[config.mk]
export PLATFORM = sky130hd
export DESIGN_NAME = heap_sort_engine
export DESIGN_NICKNAME = d
export VERILOG_FILES = /design/src/hw/rtl/hse_pkg.sv /design/src/hw/rtl/hse_datapath.sv /design/src/hw/rtl/hse_controller.sv /design/src/hw/rtl/heap_sort_engine.sv
export SDC_FILE = /design/constraint.sdc
export NUM_CORES = 2
export LEC_CHECK = 0
export BUFFER_PORTS_ARGS = -buffer_cell sky130_fd_sc_hd__buf_2
export CELL_PAD_IN_SITES_DETAIL_PLACEMENT = 1
export CELL_PAD_IN_SITES_GLOBAL_PLACEMENT = 1
export CORE_MARGIN = 3
export CORE_UTILIZATION = 44
export CTS_CLUSTER_SIZE = 20
export DETAILED_ROUTE_END_ITERATION = 6
export PLACE_DENSITY = 0.75
export RECOVER_POWER = 50
export SLEW_MARGIN = 20
export SYNTH_ARGS = -nofsm -noshare
export SYNTH_HDL_FRONTEND = slang
export SYNTH_SLANG_ARGS = --single-unit
[constraint.sdc]
create_clock -name clk -period 12.7 [get_ports clk]
set_clock_uncertainty 0.1 [all_clocks]
set_input_delay 3.81 -clock clk [delete_from_list [all_inputs] [get_ports clk]]
set_output_delay 3.81 -clock clk [all_outputs]
set_load 0.01 [all_outputs]
[src/hw/rtl/hse_pkg.sv]
// Shared types, constants and command codes of the heap sort engine.
`default_nettype none

package hse_pkg;

  localparam int MAX_ITEMS_DEF = 64;
  localparam int VAL_W         = 32;

  typedef struct packed {
    logic signed [VAL_W-1:0] value;
    logic                    last;
  } in_item_t;

  typedef struct packed {
    logic signed [VAL_W-1:0] sorted_value;
    logic                    last_res;
    logic                    overflow;
  } out_item_t;

  typedef enum logic [3:0] {
    OP_NONE,
    OP_LOAD,
    OP_PREP,
    OP_EXT_INIT,
    OP_BUILD_RD,
    OP_CUR_LD,
    OP_KID_RD,
    OP_KID_CMP,
    OP_PUT_CUR,
    OP_EXT_RD,
    OP_EXT_SWAP,
    OP_EMIT_INIT,
    OP_EMIT_RD,
    OP_CLEAR
  } dp_op_t;

  typedef struct packed {
    logic idx_zero;
    logic leaf;
    logic stop;
    logic emit_end;
  } dp_stat_t;

  typedef enum logic [3:0] {
    ST_IDLE,
    ST_PREP,
    ST_BUILD_CHK,
    ST_BUILD_WAIT,
    ST_SIFT_RD,
    ST_SIFT_CMP,
    ST_EXT_CHK,
    ST_EXT_SWAP,
    ST_EMIT,
    ST_FLUSH
  } hse_state_t;

endpackage

`default_nettype wire

[src/hw/rtl/hse_datapath.sv]
// Datapath of the heap sort engine: element store, sift registers, counters, result registers.
`default_nettype none

module hse_datapath #(
  parameter int MAX_ITEMS = hse_pkg::MAX_ITEMS_DEF
) (
  input  logic               clk,
  input  logic               rst_n,
  input  hse_pkg::dp_op_t    op,
  input  hse_pkg::in_item_t  in_item,
  output hse_pkg::dp_stat_t  stat,
  output logic               out_valid,
  output hse_pkg::out_item_t out_item
);
  import hse_pkg::*;

  localparam int AW    = (MAX_ITEMS > 1) ? $clog2(MAX_ITEMS) : 1;
  localparam int CW    = $clog2(MAX_ITEMS + 1);
  localparam int KW    = AW + 2;
  localparam int DEPTH = 1 << AW;

  logic signed [VAL_W-1:0] mem [DEPTH];

  logic signed [VAL_W-1:0] rd_a_r, rd_b_r;
  logic signed [VAL_W-1:0] cur_r, cur_nxt;
  logic [CW-1:0]           fill_r, fill_nxt;
  logic [CW-1:0]           idx_r, idx_nxt;
  logic [CW-1:0]           hsize_r, hsize_nxt;
  logic [AW-1:0]           node_r, node_nxt;
  logic                    drop_r, drop_nxt;
  logic                    emit_v_r, emit_v_nxt;
  logic                    emit_last_r, emit_last_nxt;

  logic [CW-1:0]           idx_dec, idx_inc, fill_dec;
  logic [KW-1:0]           kid_a, kid_b;
  logic                    has_b, sel_b, stop;
  logic signed [VAL_W-1:0] pick_val;
  logic [AW-1:0]           pick_idx;

  logic                    we;
  logic [AW-1:0]           wa, ra, rb;
  logic signed [VAL_W-1:0] wd;

  assign idx_dec  = idx_r - CW'(1);
  assign idx_inc  = idx_r + CW'(1);
  assign fill_dec = fill_r - CW'(1);
  assign kid_a    = {1'b0, node_r, 1'b1};
  assign kid_b    = kid_a + KW'(1);
  assign has_b    = kid_b < KW'(hsize_r);
  assign sel_b    = has_b && (rd_a_r < rd_b_r);
  assign pick_val = sel_b ? rd_b_r : rd_a_r;
  assign pick_idx = sel_b ? kid_b[AW-1:0] : kid_a[AW-1:0];
  assign stop     = !(cur_r < pick_val);

  assign stat.idx_zero = (idx_r == '0);
  assign stat.leaf     = (kid_a >= KW'(hsize_r));
  assign stat.stop     = stop;
  assign stat.emit_end = (idx_inc == fill_r);

  always_comb begin
    we            = 1'b0;
    wa            = '0;
    wd            = cur_r;
    ra            = '0;
    rb            = '0;
    fill_nxt      = fill_r;
    drop_nxt      = drop_r;
    idx_nxt       = idx_r;
    hsize_nxt     = hsize_r;
    node_nxt      = node_r;
    cur_nxt       = cur_r;
    emit_v_nxt    = 1'b0;
    emit_last_nxt = emit_last_r;
    unique case (op)
      OP_NONE: begin
      end
      OP_LOAD: begin
        if (fill_r < CW'(MAX_ITEMS)) begin
          we       = 1'b1;
          wa       = fill_r[AW-1:0];
          wd       = in_item.value;
          fill_nxt = fill_r + CW'(1);
        end else begin
          drop_nxt = 1'b1;
        end
      end
      OP_PREP: begin
        idx_nxt   = fill_r >> 1;
        hsize_nxt = fill_r;
      end
      OP_EXT_INIT: begin
        idx_nxt = fill_dec;
      end
      OP_BUILD_RD: begin
        ra      = idx_dec[AW-1:0];
        idx_nxt = idx_dec;
      end
      OP_CUR_LD: begin
        cur_nxt  = rd_a_r;
        node_nxt = idx_r[AW-1:0];
      end
      OP_KID_RD: begin
        ra = kid_a[AW-1:0];
        rb = kid_b[AW-1:0];
      end
      OP_KID_CMP: begin
        we = 1'b1;
        wa = node_r;
        wd = stop ? cur_r : pick_val;
        if (!stop) begin
          node_nxt = pick_idx;
        end
      end
      OP_PUT_CUR: begin
        we = 1'b1;
        wa = node_r;
        wd = cur_r;
      end
      OP_EXT_RD: begin
        ra = '0;
        rb = idx_r[AW-1:0];
      end
      OP_EXT_SWAP: begin
        we        = 1'b1;
        wa        = idx_r[AW-1:0];
        wd        = rd_a_r;
        cur_nxt   = rd_b_r;
        node_nxt  = '0;
        hsize_nxt = idx_r;
        idx_nxt   = idx_dec;
      end
      OP_EMIT_INIT: begin
        idx_nxt = '0;
      end
      OP_EMIT_RD: begin
        ra            = idx_r[AW-1:0];
        idx_nxt       = idx_inc;
        emit_v_nxt    = 1'b1;
        emit_last_nxt = (idx_inc == fill_r);
      end
      OP_CLEAR: begin
        fill_nxt = '0;
        drop_nxt = 1'b0;
      end
      default: begin
      end
    endcase
  end

  always_ff @(posedge clk) begin
    if (we) begin
      mem[wa] <= wd;
    end
    rd_a_r <= mem[ra];
    rd_b_r <= mem[rb];
    cur_r  <= cur_nxt;
  end

  always_ff @(posedge clk) begin
    if (!rst_n) begin
      fill_r      <= '0;
      drop_r      <= 1'b0;
      idx_r       <= '0;
      hsize_r     <= '0;
      node_r      <= '0;
      emit_v_r    <= 1'b0;
      emit_last_r <= 1'b0;
    end else begin
      fill_r      <= fill_nxt;
      drop_r      <= drop_nxt;
      idx_r       <= idx_nxt;
      hsize_r     <= hsize_nxt;
      node_r      <= node_nxt;
      emit_v_r    <= emit_v_nxt;
      emit_last_r <= emit_last_nxt;
    end
  end

  assign out_valid             = emit_v_r;
  assign out_item.sorted_value = rd_a_r;
  assign out_item.last_res     = emit_last_r;
  assign out_item.overflow     = drop_r;

endmodule

`default_nettype wire

[src/hw/rtl/hse_controller.sv]
// Controller state machine of the heap sort engine: load, heap build, extraction, emit.
`default_nettype none

module hse_controller (
  input  logic              clk,
  input  logic              rst_n,
  input  logic              start,
  input  logic              in_last,
  input  hse_pkg::dp_stat_t stat,
  output logic              busy,
  output hse_pkg::dp_op_t   op
);
  import hse_pkg::*;

  hse_state_t state_r, state_nxt;
  logic       ext_r, ext_nxt;
  hse_state_t sift_ret;

  assign sift_ret = ext_r ? ST_EXT_CHK : ST_BUILD_CHK;
  assign busy     = (state_r != ST_IDLE);

  always_ff @(posedge clk) begin
    if (!rst_n) begin
      state_r <= ST_IDLE;
      ext_r   <= 1'b0;
    end else begin
      state_r <= state_nxt;
      ext_r   <= ext_nxt;
    end
  end

  always_comb begin
    state_nxt = state_r;
    ext_nxt   = ext_r;
    op        = OP_NONE;
    unique case (state_r)
      ST_IDLE: begin
        if (start) begin
          op = OP_LOAD;
          if (in_last) begin
            state_nxt = ST_PREP;
          end
        end
      end
      ST_PREP: begin
        op        = OP_PREP;
        ext_nxt   = 1'b0;
        state_nxt = ST_BUILD_CHK;
      end
      ST_BUILD_CHK: begin
        if (stat.idx_zero) begin
          op        = OP_EXT_INIT;
          ext_nxt   = 1'b1;
          state_nxt = ST_EXT_CHK;
        end else begin
          op        = OP_BUILD_RD;
          state_nxt = ST_BUILD_WAIT;
        end
      end
      ST_BUILD_WAIT: begin
        op        = OP_CUR_LD;
        state_nxt = ST_SIFT_RD;
      end
      ST_SIFT_RD: begin
        if (stat.leaf) begin
          op        = OP_PUT_CUR;
          state_nxt = sift_ret;
        end else begin
          op        = OP_KID_RD;
          state_nxt = ST_SIFT_CMP;
        end
      end
      ST_SIFT_CMP: begin
        op        = OP_KID_CMP;
        state_nxt = stat.stop ? sift_ret : ST_SIFT_RD;
      end
      ST_EXT_CHK: begin
        if (stat.idx_zero) begin
          op        = OP_EMIT_INIT;
          state_nxt = ST_EMIT;
        end else begin
          op        = OP_EXT_RD;
          state_nxt = ST_EXT_SWAP;
        end
      end
      ST_EXT_SWAP: begin
        op        = OP_EXT_SWAP;
        state_nxt = ST_SIFT_RD;
      end
      ST_EMIT: begin
        op = OP_EMIT_RD;
        if (stat.emit_end) begin
          state_nxt = ST_FLUSH;
        end
      end
      ST_FLUSH: begin
        op        = OP_CLEAR;
        state_nxt = ST_IDLE;
      end
      default: begin
        state_nxt = ST_IDLE;
      end
    endcase
  end

endmodule

`default_nettype wire

[src/hw/rtl/heap_sort_engine.sv]
// Top level of the heap sort engine.
// Each element is loaded while busy is low, and busy stays low after a non-final one.
// The element marked last ends the set; busy then stays high while the set of n
// stored elements is heap-sorted in the single element store and emitted. Each
// sift level reads both children, then compares and writes, on the store's two
// read ports and one write port. After sorting, the first element is read and a
// burst of n results follows on consecutive cycles; busy falls right after the
// final result. The receiver cannot stall: each result is valid for exactly one
// cycle while out_valid is high. Elements beyond MAX_ITEMS are dropped and every
// result of that set carries overflow.
`default_nettype none

module heap_sort_engine #(
  parameter int MAX_ITEMS = hse_pkg::MAX_ITEMS_DEF
) (
  input  logic               clk,
  input  logic               rst_n,
  input  logic               start,
  output logic               busy,
  input  hse_pkg::in_item_t  in_item,
  output logic               out_valid,
  output hse_pkg::out_item_t out_item
);
  import hse_pkg::*;

  dp_op_t   op;
  dp_stat_t stat;

  hse_controller u_ctrl (
    .clk     (clk),
    .rst_n   (rst_n),
    .start   (start),
    .in_last (in_item.last),
    .stat    (stat),
    .busy    (busy),
    .op      (op)
  );

  hse_datapath #(
    .MAX_ITEMS (MAX_ITEMS)
  ) u_dp (
    .clk       (clk),
    .rst_n     (rst_n),
    .op        (op),
    .in_item   (in_item),
    .stat      (stat),
    .out_valid (out_valid),
    .out_item  (out_item)
  );

endmodule

`default_nettype wire

==> impl_metrics.json <==
{
  "start_kind": "input port",
  "yosysMostFrequentCell": "nand2_1",
  "vias_per_cell": 7.03,
  "cts_root_buf": "clkbuf_16",
  "grt_max_degree": 174,
  "crit_required_ps": 13340,
  "max_clock_freq_mhz": 86.9,
  "clk_pin_slew_worst_paths_ps": 60,
  "ys.flop_type": "edfxtp_1",
  "crit_path_frequent_cell": "clkbuf_1",
  "insertion_delay_ps": 900,
  "syn_area_mm2": 0.106,
  "synth_edf_count": 2080,
  "slowest_delay_ps": 2830,
  "cap_violations": 104,
  "min_path_type": "flop to flop",
  "ir_drop_uv": 172,
  "leakagePower_nw": 40.4,
  "slew_violations": 2540,
  "ctsResizeCount": 0,
  "critPathCaptureType": "flop",
  "routed_wl_mm": 441,
  "placed_area_mm2": 0.110,
  "syn_inst": 9309,
  "dr.pass1.iters": 7,
  "cts_sinks": 2179,
  "synth_area_leader_cell": "edfxtp_1",
  "num_rows": 179,
  "drt_iter0_markers": 14386,
  "drc": 7,
  "worst_r2r_endpoint": "u_dp.rd_a_r[14]",
  "yosysSeqAreaShare_pct": 60.9,
  "status": "complete, but fails checks",
  "pre_cts_slack_ps": 3780,
  "hold_start": "u_ctrl.ext_r",
  "reg2reg_depth": 14,
  "holdBufCountCts": 0,
  "syn_nets": 9425,
  "die_width_um": 496,
  "power_density_mw_per_mm2": 213,
  "path_class": "input port to flop",
  "finalSetupViolCount": 0,
  "grt.total_usage_pct": 34.8,
  "wire_per_inst_um": 35.4,
  "clock_path_buffers": 3,
  "initial_core_util_pct": 44.4,
  "startpoint": "start",
  "grt_pass1_vias": 86798,
  "min_to": "u_ctrl.ext_r",
  "avgSynthCellArea_um2": 11.4,
  "rsz0062_at_grt": "false",
  "finalSetupTns_ps": 0,
  "timing.final.crit_share_pct": 90.6,
  "yosysWarnings": 0,
  "synth-seq-cells": 2179,
  "final_net_count": 9179,
  "min_path_cells": 2,
  "synth-async-reset-ratio_pct": 0,
  "grt_antenna_before_repair": 46,
  "via_count": 87433,
  "setup_slack_ps": 1200,
  "hold-worst-slack_ps": 378,
  "netlist_top_cells_count": "nand2_1, edfxtp_1, nand3_1",
  "power_mw": 24.8,
  "grt_pass1_wl_mm": 624,
  "hold_violations": 0,
  "reg2reg_slack_ps": 1840,
  "worst_pin_slew_ps": 4820,
  "syn_to_final_growth_pct": 10.4,
  "crit_chain": "clkbuf_1 > a2bb2oi_1 > nor3_1 > o21a_1 > a22oi_1 > buf_4 > nor2_1 > clkbuf_1 > nand3_1 > a31oi_1 > or3_1",
  "cts_tree": "built",
  "regToRegStartpoint": "u_dp.node_r[0]",
  "yosysTopAreaCellShare_pct": 59.0,
  "dp_hpwl_mm": 251,
  "io_pins": 72,
  "crit_fanout": 40,
  "cts_setup_buffers": 0,
  "fin_area_mm2": 0.117,
  "io_buffer_count": 71,
  "arrival_ps": 12140,
  "antenna_left": 0,
  "coreArea_mm2": 0.239,
  "synth_area_leaders": "edfxtp_1, nand2_1, mux4_2, nand3_1, a31oi_1",
  "die-area_mm2": 0.246,
  "crit_path_top_delay_cell": "clkbuf_1",
  "fp.dieH_um": 496,
  "maxSlewHeadroom_pct": -221,
  "final.min_clock_period_ps": 11500,
  "gr-total-overflow": 0,
  "synthDistinctLibCells": 71,
  "violations": "design-rule violations, max-capacitance violations, max-slew violations",
  "h-tree-depth": 4,
  "cts_buffers": 220,
  "drive_above_1_share_pct": 9.47,
  "place_congestion": 0.928
}
-- through the flow --
stage	utilization, %	instances
global route	49.0	12424
floorplan	-	9309
detailed placement	46.2	12007
global placement	46.1	11998
finish	49.0	12435
CTS	49.2	12422
-- cell type report --
type                    count  area [um^2]
clock buffers             296         5990
clock inverters           119         1350
well taps                3167         3960
repair buffers            301         2070
inverters                  57          214
diodes                     12         30.0
fillers                 24778       122000
flip-flops and latches   2179        64400
multi-input cells        6304        38700
-- kinds of logic after synthesis --
family | after synthesis | synth area share, %
AOI/OAI and AO/OA | 1671 | 11.0
xor gates and xnor gates | 35 | 0.290
adders and majority gates | 80 | 0.946
buffers and inverters | 826 | 3.11
DFF | 2179 | 60.9
muxes | 379 | 6.61
and+or+nand+nor | 4139 | 17.1
-- flip-flops by register name, indices dropped and copies added (netlist names) --
name	cells
u_dp.mem	2048
u_dp.cur_r	32
u_dp.rd_a_r	32
u_dp.rd_b_r	32
u_dp.fill_r	7
u_dp.hsize_r	7
u_dp.idx_r	7
u_dp.node_r	6
u_ctrl.state_r	4
u_ctrl.ext_r	1
u_dp.drop_r	1
u_dp.emit_last_r	1
u_dp.out_valid	1
-- worst max-delay path by stage --
stage                                   to  slack [ps]  cells after the start
after global routing       u_dp.rd_a_r[12]        1560                     14
after CTS                 u_dp.mem[47][26]        3720                     25
final                      u_dp.rd_b_r[28]        1200                     11
after global placement      u_dp.rd_b_r[6]        2990                     11
after detailed placement  u_dp.mem[44][26]        3780                     25
after floorplan            u_dp.mem[0][22]        2740                     23
-- metal layers --
| metal | vias to the layer above | track usage [%] | share of wire [%] |
|---|---|---|---|
| met2 | 6712 | 50.6 | 43 |
| met4 | 40 | 18.2 | 6.2 |
| li1 | 34592 | - | - |
| met3 | 1425 | 11.4 | 15 |
| met1 | 44664 | 46.4 | 36 |
| met5 | - | 0 | 0.059 |
-- critical path: cells and delay by family --
family                 cells  cell delay, ps
buffers and inverters      3            3420
AO/OA/AOI/OAI              4            1110
AND/OR/NAND/NOR            4            3670
-- power by group --
part | internal (mW) | switching, mW
clock | 3.84 | 2.94
combinational | 2.31 | 6.05
sequential | 9.20 | 0.478
-- cell usage in the layout, fill, tap and decap left out, types with 26 or more instances in the layout --
master     netlist  layout
buf_4            4     134
dfxtp_1         99      99
and3_1         153     152
mux2i_1        123     123
o311ai_2         0      27
nor3_1          32      33
a31oi_1        411     411
edfxtp_1      2080    2080
and2_1         264     262
ha_1            80      80
a311oi_1       109     106
a211oi_1       270     270
a22oi_1        265     264
bufinv_16        0      26
nor2_1         153     127
clkinv_2         0      38
inv_1           57      57
clkbuf_1       511     161
nand3_1        917     915
a32oi_1         30      30
a21oi_1        266     266
a211o_1         30      30
nand2_1       2501    2496
clkinv_1         0      36
clkbuf_16        0     221
mux4_2         256     256
nor2_4           1      27
a222oi_1        37      37
o21ai_0         57      58
buf_2          134      37
or4_1           32      32
Power figures use the tool's default switching activity.
